### src/design/srt_ram.sv
// Generic single-write, single-read RAM with registered read data.
// Stand-alone; no package dependency.
`default_nettype none

module srt_ram #(
    parameter int WIDTH  = 8,
    parameter int DEPTH  = 16,
    parameter int ADDR_W = (DEPTH > 1) ? $clog2(DEPTH) : 1
) (
    input  wire logic              aclk,
    input  wire logic              wr_en,
    input  wire logic [ADDR_W-1:0] wr_addr,
    input  wire logic [WIDTH-1:0]  wr_data,
    input  wire logic              rd_en,
    input  wire logic [ADDR_W-1:0] rd_addr,
    output logic      [WIDTH-1:0]  rd_data
);

    logic [WIDTH-1:0] mem [DEPTH];
    logic [WIDTH-1:0] rd_data_reg;

    always_ff @(posedge aclk) begin
        if (wr_en) begin
            mem[wr_addr] <= wr_data;
        end
        if (rd_en) begin
            rd_data_reg <= mem[rd_addr];
        end
    end

    assign rd_data = rd_data_reg;

endmodule

`default_nettype wire

### config.mk
export PLATFORM = sky130hd
export DESIGN_NAME = srt_ram
export DESIGN_NICKNAME = d
export VERILOG_FILES = /design/src/design/srt_ram.sv
export SDC_FILE = /design/constraint.sdc
export NUM_CORES = 1
export LEC_CHECK = 0
export BUFFER_PORTS_ARGS = -buffer_cell sky130_fd_sc_hd__buf_4
export CAP_MARGIN = 20
export CORE_MARGIN = 2
export CORE_UTILIZATION = 60
export DETAILED_ROUTE_END_ITERATION = 6
export PLACE_DENSITY = 0.8
export SYNTH_ARGS = -nofsm -noshare
export SYNTH_HDL_FRONTEND = slang
export SYNTH_SLANG_ARGS = --single-unit
export TNS_END_PERCENT = 5
### constraint.sdc
create_clock -name aclk -period 2.3 [get_ports aclk]
set_clock_uncertainty 0.05 [all_clocks]
set_input_delay 0.46 -clock aclk [delete_from_list [all_inputs] [get_ports aclk]]
set_output_delay 0.46 -clock aclk [all_outputs]
set_load 0.01 [all_outputs]
* Word level (Yosys, flattened, before mapping) *
Memories as Yosys holds them, arrays and structs flattened. A register that Yosys moved wholly into a read port is not among the register bits.
Index checks and enable logic that the tools add are counted.
W data, S select, Z words.

operators by class
  divide/modulo/power cells = 0
  $lt $le $gt $ge = 0
  muxes and demuxes = 2
  $add $sub $neg = 0
  bitwise logic cells = 0
  multipliers = 0
  equal/unequal tests = 0
  reductions and logical operators = 0
  shift operators = 0

operator list
  cell     count
  $mux W1  2

storage, ports and cells
  memory bits (read-only) = 0
  register bits = 0
  memories kept = 1
  bits in writable memories = 128
  bits of input ports = 19
  word-level logic and storage cells = 3
  latch bits = 0
  output and inout bits = 8

memory list
  name  words  bits a word  read ports  clocked after Yosys merged registers in  wr ports  RTL line  RTL
  mem   16     8            1           1                                        1         19        logic [WIDTH-1:0] mem [DEPTH];

* Logic depth before layout (Yosys ltp) *
Gate-level depths: netlist of run 1.

  depth in word-level cells = 2
  gate-level depth with buffers = 5
  depth with buffers taken out = 3

* Worst setup path before layout of run 1 *
OpenSTA, ideal clock, no wires.

  path type = input to register
  start point = input port wr_addr[2]
  end point = memory mem[0][0], enable pin
  buffers on the path = 0
  setup time = 0.383 ns
  required time = 1.867 ns
  setup slack = 0.297 ns
  stages on the path = 2
  arrival = 1.570 ns
  cell sequence = or3b_2 nor3_1

RTL lines
  element      RTL line  RTL
  from (decl)  12        input wire logic [ADDR_W-1:0] wr_addr,
  to (decl)    19

Straight into the memory's write port.

* Final worst setup path of run 1 *
  start point = register rd_data_reg[7], in the netlist rd_data[7], read port of mem
  end point = output port rd_data[7]

RTL lines
  element      RTL line  RTL
  from (decl)  20        logic [WIDTH-1:0] rd_data_reg;
  to (decl)    16        output logic [WIDTH-1:0] rd_data

No word-level cell between the ends.

==> reports/qor_table.md, run 1 <==
| Quantity | Value | Unit |
|---|---|---|
| Antenna cell count | 0 | - |
| Hold Buf Count CTS | 0 | - |
| Total grt overflow | 0 | - |
| Gpl congestion | 0.786 | - |
| Post-DRT Antenna Nets | 0 | - |
| Synthesized area per cell | 22.8 | um^2 |
| Kind of end point of the critical path | primary output | - |
| TritonCTS clock tree | yes | - |
| Row cnt | 34 | - |
| Count of pins on the block boundary | 27 | - |
| Count of different cell masters after synthesis | 18 | - |
| Top cell type by total area after synthesis | edfxtp_1 | - |
| Final HPWL DP | 5950 | um |
| Static power due to leakage | 2.12 | nW |
| Layout cell share with drive strength beyond 1 | 0.320 | - |
| Worst hold-check path type | in -> reg | - |
| Total core area | 8590 | um^2 |
| Avg WL per Cell | 25.0 | um |
| CP Depth | 1 | - |
| Synth Register Bits | 136 | - |
| IO buf count | 26 | - |
| Hold Slack | 189 | ps |
| Initial antenna violation count | 0 | - |
| Final period demand of the worst path | 1620 | ps |
| TritonCTS buffer count | 17 | - |
| Via count of the routed design | 2572 | - |
| Total Nets Final | 303 | - |
| Area of the mapped netlist | 5230 | um^2 |
| Run status | completed | - |
| Post-Syn Instances | 229 | - |
| Leading cell types in the layout, fill and taps excluded | 136 x edfxtp_1, 44 x buf_4, 18 x mux4_2 | - |
| Maximum number of pins on one net before global-route repair | 33 | - |
| Number of buffers and inverters on the critical path | 1 | - |
| Sinks on the clock net | 136 | - |
| Max Clock Freq | 618 | MHz |
| Share of the synthesized area in the top cell type | 0.781 | - |
| Setup repair after global routing missed its margin | false | - |
| Effective utilization at floorplan | 0.608 | - |
| Final slew viol count | 0 | - |
| Mapped Nets | 248 | - |
| Clk Latency, worst-skew pair | 520 | ps |
| Category of cells accounting for the largest share of critical-path delay | flip-flops | - |
| CTS clk-pin slew, worst paths | 60 | ps |
| Min setup slack post-route | 681 | ps |
| Gr usage total | 0.236 | - |
| PwrDens | 910 | nW/um^2 |
| DRC | 0 | - |
| Critical Path Max Stage Delay | 420 | ps |
| Worst relative slew slack | 0.705 | - |
| Final total negative setup slack | 0 | ps |
| Length in cells of the worst reg-to-reg path | 3 | - |
| Final total power | 5.65 | mW |
| Pre-CTS setup slack | 179 | ps |
| Most common cell after layout, fill and taps aside | edfxtp_1 | - |
| Max Buffers Root-to-Sink | 2 | - |
| Number of cells upsized or downsized after cts | 0 | - |
| Max-cap check violation count | 0 | - |
| Count of warnings emitted by yosys | 0 | - |
| Share of the yosys chip area belonging to registers | 0.781 | - |
| Area overhead of the layout relative to synthesis | 18.9 | % |
| Final Cycle Share | 0.704 | - |
| Filler instances | 479 | - |
| Number of iterations in the first detailed-routing pass | 4 | - |
| CP Data Required Time | 1790 | ps |
| Vias per cell | 6.35 | - |
| Total wire length | 10100 | um |
| Final setup violation count | 0 | - |
| Vias in the first global route | 2655 | - |
| Leading post-synthesis cells by cell area | edfxtp_1 78%, mux4_2 7.8%, mux4_1 7.0% | - |
| First-pass GRT wire length | 15800 | um |
| Number of design-rule violations left by the first detailed-router iteration | 183 | - |
| Die Outline Area | 9480 | um^2 |
| Critical path launch point type | register | - |
| WHS Path Cells | 1 | - |
| Number of flip-flops under the largest register name | 128 | - |
| Worst Path Arrival | 1110 | ps |
| Cell Chain, Critical Path | buf_4 | - |
| Critical path type | reg -> out | - |
| Worst VDD drop | 0.000527 | V |
| Die span in y | 97.3 | um |
| H-tree Lvls | 4 | - |
| Measured slew at the worst slew-check pin | 442 | ps |
| Cell type of the slowest stage on the worst timing path | edfxtp_1 | - |
| Worst-path fanout max | 1 | - |
| Final-report hold violation count | 0 | - |
| Post-CTS Setup Bufs | 0 | - |
| DIE WIDTH | 97.3 | um |
| Clk root buf | clkbuf_8 | - |
[path summary, 6_finish.rpt]
path | from | end | slack [ps]
worst max-delay path | rd_data[7] | rd_data[7] | 680
worst min-delay path | wr_data[7] | mem[15][7] | 190
worst max register to register | mem[0][5] | rd_data[5] | 730
worst min register to register | mem[4][1] | rd_data[1] | 720
[synth_stat cells, drive strengths merged]
cell type / instances
nor2: 13
nand2b: 2
nor2b: 1
mux4: 32
nand2: 9
and2b: 1
edfxtp: 136
nor3: 4
and2: 1
or3b: 1
a22oi: 16
buf: 7
nand3b: 2
clkdlybuf4s25: 3
nand3: 1
[per-layer routing]
layer  wire length, um  global-route usage  up-vias
li1                  -                   -     1094
met1              4140               0.330     1337
met2              5190               0.365      129
met3               680              0.0640       12
met4               117              0.0865        0
met5                 0                   0        -
[power by group]
group          switching, mW  internal (mW)  leakage (nW)
registers             0.0177           2.79          1.24
clock network           1.02           1.55         0.270
logic                  0.148          0.126         0.610
[stage by stage]
step           cells  utilization  instance area, um^2
3_3_place_gp     373        0.657                 5650
2_1_floorplan    229            -                 5230
5_1_grt          405        0.723                 6210
4_1_cts          405        0.723                 6210
3_5_place_dp     373        0.657                 5650
6_report         405        0.723                 6210
[area by class of cell]
cell class,instances,area (um^2),area share
clock buffers,18,418,0.0673
clock inverters,14,149,0.0240
multi-input cells,83,1060,0.170
flip-flops and latches,136,4080,0.657
well taps,108,135,0.0217
repair buffers,46,370,0.0596
[logic make-up (layout without fill, tap and decap cells)]
kind of cell | count (synthesis) | after routing | share of synthesized area
buffers and inverters | 10 | 78 | 0.0165
flip-flops | 136 | 136 | 0.781
AO/OA/AOI/OAI | 16 | 16 | 0.0230
AND/OR/NAND/NOR | 35 | 35 | 0.0314
multiplexers | 32 | 32 | 0.148
Note: power is estimated with default switching activity, not from simulation.
==> run 2, diff against run 1 <==
--- a/config.mk
+++ b/config.mk
@@ -8,9 +8,9 @@
 export BUFFER_PORTS_ARGS = -buffer_cell sky130_fd_sc_hd__buf_4
 export CAP_MARGIN = 20
 export CORE_MARGIN = 2
-export CORE_UTILIZATION = 60
+export CORE_UTILIZATION = 54
 export DETAILED_ROUTE_END_ITERATION = 6
-export PLACE_DENSITY = 0.8
+export PLACE_DENSITY = 0.76
 export SYNTH_ARGS = -nofsm -noshare
 export SYNTH_HDL_FRONTEND = slang
 export SYNTH_SLANG_ARGS = --single-unit
==> constraint.sdc (replaced) <==
create_clock -name aclk -period 1.46 [get_ports aclk]
set_clock_uncertainty 0.05 [all_clocks]
set_input_delay 0.292 -clock aclk [delete_from_list [all_inputs] [get_ports aclk]]
set_output_delay 0.292 -clock aclk [all_outputs]
set_load 0.01 [all_outputs]
==> reports/qor_table.md, run 2 (same netlist as run 1, synthesis figures left out) <==
| Quantity | Value | Unit |
|---|---|---|
| Final design area excluding fillers | 6390 | um^2 |
| Startpoint of the lowest-slack register-to-register path | mem[3][1] | - |
| Area overhead of the layout relative to synthesis | 22.2 | % |
| Max Buffers Root-to-Sink | 2 | - |
| Antenna cell count | 0 | - |
| Hold Slack | 36.5 | ps |
| Gr usage total | 0.213 | - |
| Max Clock Freq | 678 | MHz |
| Critical Path Max Stage Delay | 500 | ps |
| Total grt overflow | 0 | - |
| Number of iterations in the first detailed-routing pass | 5 | - |
| Post-DRT Antenna Nets | 0 | - |
| Cell Chain, Critical Path | mux4_2 -> a22oi_2 -> nand2_1 | - |
| End-of-flow core utilization | 0.685 | - |
| DRC | 0 | - |
| Sinks on the clock net | 136 | - |
| Die span in y | 102 | um |
| Setup repair after global routing missed its margin | true | - |
| Max-cap check violation count | 0 | - |
| Row cnt | 35 | - |
| Static power due to leakage | 2.12 | nW |
| IO buf count | 26 | - |
| Min setup slack post-route | -15.3 | ps |
| Final cell count without fillers | 435 | - |
| Layout cell share with drive strength beyond 1 | 0.425 | - |
| DP Area | 5810 | um^2 |
| Final total power | 8.72 | mW |
| Clk root buf | clkbuf_8 | - |
| Worst hold-check path type | in -> reg | - |
| Gpl congestion | 0.791 | - |
| Leading cell types in the layout, fill and taps excluded | 136 x edfxtp_1, 47 x buf_4, 31 x mux4_2 | - |
| Kind of end point of the critical path | register | - |
| Measured slew at the worst slew-check pin | 828 | ps |
| Final slew viol count | 0 | - |
| Final-report hold violation count | 0 | - |
| HP Start | wr_data[3] | - |
| First-pass GRT wire length | 15200 | um |
| Maximum number of pins on one net before global-route repair | 17 | - |
| DIE WIDTH | 102 | um |
| Number of design-rule violations left by the first detailed-router iteration | 245 | - |
| Final total negative setup slack | -15.3 | ps |
| Die Outline Area | 10500 | um^2 |
| Number of flip-flops under the largest register name | 128 | - |
| Hold Buf Count CTS | 0 | - |
| Cell type of the slowest stage on the worst timing path | mux4_2 | - |
| Final HPWL DP | 6240 | um |
| Category of cells accounting for the largest share of critical-path delay | multiplexers | - |
| TritonCTS clock tree | yes | - |
| Final period demand of the worst path | 1480 | ps |
| Final setup violation count | 1 | - |
| Avg WL per Cell | 23.0 | um |
| Pre-CTS setup slack | -408 | ps |
| Clk Latency, worst-skew pair | 510 | ps |
| Final Cycle Share | 1.01 | - |
| Total wire length | 10000 | um |
| Critical path launch point type | register | - |
| Total Nets Final | 313 | - |
| Worst-path fanout max | 1 | - |
| TritonCTS buffer count | 17 | - |
| Worst VDD drop | 0.000694 | V |
| Effective utilization at floorplan | 0.560 | - |
| Run status | finished, violations left | - |
| PwrDens | 1370 | nW/um^2 |
| Filler instances | 555 | - |
| Total core area | 9330 | um^2 |
| Initial antenna violation count | 0 | - |
| Failing checks | negative setup slack | - |
| Worst relative slew slack | 0.446 | - |
| Number of buffers and inverters on the critical path | 0 | - |
| Crit path from | mem[3][1] | - |
| H-tree Lvls | 4 | - |
| Critical path type | reg -> reg | - |
| Cells after DPL | 404 | - |
| Most common cell after layout, fill and taps aside | edfxtp_1 | - |
| Worst Path Arrival | 1670 | ps |
| Vias in the first global route | 2618 | - |
| Count of pins on the block boundary | 27 | - |
| Via count of the routed design | 2547 | - |
| CTS clk-pin slew, worst paths | 60 | ps |
| CP Data Required Time | 1660 | ps |
| Vias per cell | 5.86 | - |
-- run 2: cell count changes in the layout (fill, tap and decap cells not counted), moves of 3 or more --
cell | before | now
a22oi_1 | 16 | 8
a22oi_2 | 0 | 8
buf_12 | 2 | 9
buf_4 | 44 | 47
clkinvlp_4 | 3 | 6
mux4_1 | 14 | 1
mux4_2 | 18 | 31
nor2_1 | 13 | 10
nor2_2 | 0 | 3
-- run 2: layout make-up --
type / count / area (um^2) / share of cell area
flip-flops and latches: 136 / 4080 / 0.639
repair buffers: 56 / 533 / 0.0834
clock inverters: 14 / 128 / 0.0200
multi-input cells: 83 / 1070 / 0.167
clock buffers: 17 / 414 / 0.0648
well taps: 129 / 161 / 0.0253
-- run 2: metal layers --
| layer | vias up | share of wire | global-route usage |
|---|---|---|---|
| li1 | 1100 | - | - |
| met1 | 1319 | 0.41 | 0.295 |
| met2 | 116 | 0.51 | 0.331 |
| met3 | 12 | 0.067 | 0.0540 |
| met4 | 0 | 0.015 | 0.0851 |
| met5 | - | 0 | 0 |
-- run 2: worst paths after layout --
check                     to  slack [ps]  cells after the start
setup reg to reg  rd_data[1]         -20                      3
hold reg to reg   rd_data[0]         700                      3
setup / recovery  rd_data[1]         -20                      3
hold / removal     mem[4][3]          40                      1
-- run 2: repair_timing --
action                                  CTS  global route
pin swaps                                 2             1
endpoints found under the setup margin    5             8
buffers inserted                          0             0
resized for setup                         5             3
-- run 2: power breakdown --
group / internal [mW] / switching (mW)
Combinational: 0.243 / 0.253
Clock: 2.25 / 1.55
Sequential: 4.40 / 0.0263
Total: 6.89 / 1.83
==> run 3, diff against run 2 <==
--- a/config.mk
+++ b/config.mk
@@ -11,6 +11,7 @@
 export CORE_UTILIZATION = 54
 export DETAILED_ROUTE_END_ITERATION = 6
 export PLACE_DENSITY = 0.76
+export REMOVE_ABC_BUFFERS = 1
 export SYNTH_ARGS = -nofsm -noshare
 export SYNTH_HDL_FRONTEND = slang
 export SYNTH_SLANG_ARGS = --single-unit
==> reports/qor_table.md, run 3 (same netlist as run 1, synthesis figures left out) <==
| Quantity | Value | Unit |
|---|---|---|
| Vias per cell | 5.79 | - |
| Leading cell types in the layout, fill and taps excluded | 136 x edfxtp_1, 50 x buf_4, 31 x mux4_2 | - |
| Clk Latency, worst-skew pair | 500 | ps |
| Max-cap check violation count | 0 | - |
| Worst VDD drop | 0.000858 | V |
| Internal Power | 7.74 | mW |
| Row cnt | 35 | - |
| Sinks on the clock net | 136 | - |
| Cell Chain, Critical Path | mux4_2 -> a22oi_2 -> nand2_1 | - |
| DIE WIDTH | 102 | um |
| Clk pwr share | 0.484 | - |
| Internal reg-to-reg setup slack | -40 | ps |
| Final-report hold violation count | 0 | - |
| Antenna cell count | 0 | - |
| Number of iterations in the first detailed-routing pass | 5 | - |
| Gr usage total | 0.224 | - |
| Hold Buf Count CTS | 0 | - |
| DRC | 0 | - |
| Initial antenna violation count | 0 | - |
| Maximum number of pins on one net before global-route repair | 17 | - |
| DP Area | 5770 | um^2 |
| Total Nets Final | 312 | - |
| Layout cell share with drive strength beyond 1 | 0.400 | - |
| WHS Path Cells | 1 | - |
| Setup repair after global routing missed its margin | true | - |
| CP Data Required Time | 1660 | ps |
| Post-DRT Antenna Nets | 0 | - |
| Total wire length | 10300 | um |
| Category of cells accounting for the largest share of critical-path delay | multiplexers | - |
| HP Start | wr_data[1] | - |
| Final design area excluding fillers | 6400 | um^2 |
| Post-CTS Setup Bufs | 0 | - |
| Die span in y | 102 | um |
| Clk root buf | clkbuf_8 | - |
| Switching power | 1.77 | mW |
| First-pass GRT wire length | 15800 | um |
| Final Cycle Share | 1.03 | - |
| Cell type of the slowest stage on the worst timing path | mux4_2 | - |
| Avg WL per Cell | 23.8 | um |
| Startpoint of the lowest-slack register-to-register path | mem[2][3] | - |
| Fraction of power consumed by sequential logic | 0.466 | - |
| Gpl congestion | 0.759 | - |
| Count of pins on the block boundary | 27 | - |
| Min setup slack post-route | -42.7 | ps |
| Worst relative slew slack | 0.450 | - |
| Total grt overflow | 0 | - |
| Final total negative setup slack | -107 | ps |
| Static power due to leakage | 2.15 | nW |
| Worst Path Arrival | 1700 | ps |
| Total core area | 9330 | um^2 |
| Number of flip-flops under the largest register name | 128 | - |
| Number of design-rule violations left by the first detailed-router iteration | 231 | - |
| Pre-CTS setup slack | -452 | ps |
| Max Clock Freq | 665 | MHz |
| Run status | finished, violations left | - |
| Measured slew at the worst slew-check pin | 822 | ps |
| TritonCTS buffer count | 17 | - |
| Vias in the first global route | 2703 | - |
| Max Buffers Root-to-Sink | 2 | - |
| Critical path launch point type | register | - |
| Final period demand of the worst path | 1500 | ps |
| Via count of the routed design | 2514 | - |
| PwrDens | 1490 | nW/um^2 |
| Final total power | 9.51 | mW |
| Critical Path Max Stage Delay | 500 | ps |
| Kind of end point of the critical path | register | - |
| Final slew viol count | 0 | - |
| IO buf count | 26 | - |
| Number of buffers and inverters on the critical path | 0 | - |
| H-tree Lvls | 4 | - |
| Failing checks | negative setup slack | - |
| Switching part of the total | 0.186 | - |
| Effective utilization at floorplan | 0.560 | - |
| Critical path type | reg -> reg | - |
| Worst-path fanout max | 1 | - |
| Most common cell after layout, fill and taps aside | edfxtp_1 | - |
| Fraction of power consumed by combinational cells | 0.051 | - |
| Worst hold-check path type | in -> reg | - |
| Die Outline Area | 10500 | um^2 |
| Worst reg2reg path endpoint | rd_data[3] | - |
| Final setup violation count | 4 | - |
| Worst hold endpoint | mem[14][1] | - |
| CTS clk-pin slew, worst paths | 60 | ps |
| Final HPWL DP | 6390 | um |
| Length in cells of the worst reg-to-reg path | 3 | - |
| TritonCTS clock tree | yes | - |
| Area overhead of the layout relative to synthesis | 22.5 | % |
-- run 3: layer usage --
metal  GRT usage  vias up  share of wire  wire length [um]
met2       0.364       87           0.52              5330
met5           0        -              0                 0
met1       0.296     1321           0.40              4190
li1            -     1092              -                 -
met3      0.0547       14          0.060               622
met4      0.0933        0          0.020               206
-- run 3: worst max path at each step --
stage / startpoint / end / slack [ps] / cells after the start
after CTS: mem[2][3] / rd_data[3] / -50 / 3
after global routing: mem[2][3] / rd_data[3] / -60 / 3
after global placement: rd_addr[0] / rd_data[0] / -420 / 5
after detailed placement: rd_addr[0] / rd_data[0] / -450 / 5
final: mem[2][3] / rd_data[3] / -40 / 3
after floorplan: wr_addr[2] / mem[0][0] / -370 / 2
-- run 3: timing repair --
action | in CTS | in global routing
resized for setup | 9 | 12
pin swaps | 5 | 5
endpoints found under the setup margin | 7 | 9
-- run 3: power by group through the flow --
stage,sequential (mW),clock (mW),combinational (mW)
finish,4.43,4.60,0.483
global route,4.44,4.81,0.525
CTS,4.43,4.65,0.480
detailed placement,4.51,0,0.462
global placement,4.50,0,0.448
floorplan,4.51,0,0.175
-- run 3: layout make-up --
type | count | area (um^2)
timing repair buffer | 55 | 467
clock buffer | 19 | 422
tap | 129 | 161
fill | 600 | 2930
multi-input combinational | 83 | 1040
sequential | 136 | 4080
clock inverter | 12 | 225
-- run 3: stage by stage --
step,hold slack (ps),cells,utilization
after floorplan,341,219,-
after global placement,544,403,0.618
after detailed placement,550,403,0.618
after CTS,22.3,434,0.689
after global routing,24.0,434,0.686
final,43.8,434,0.686
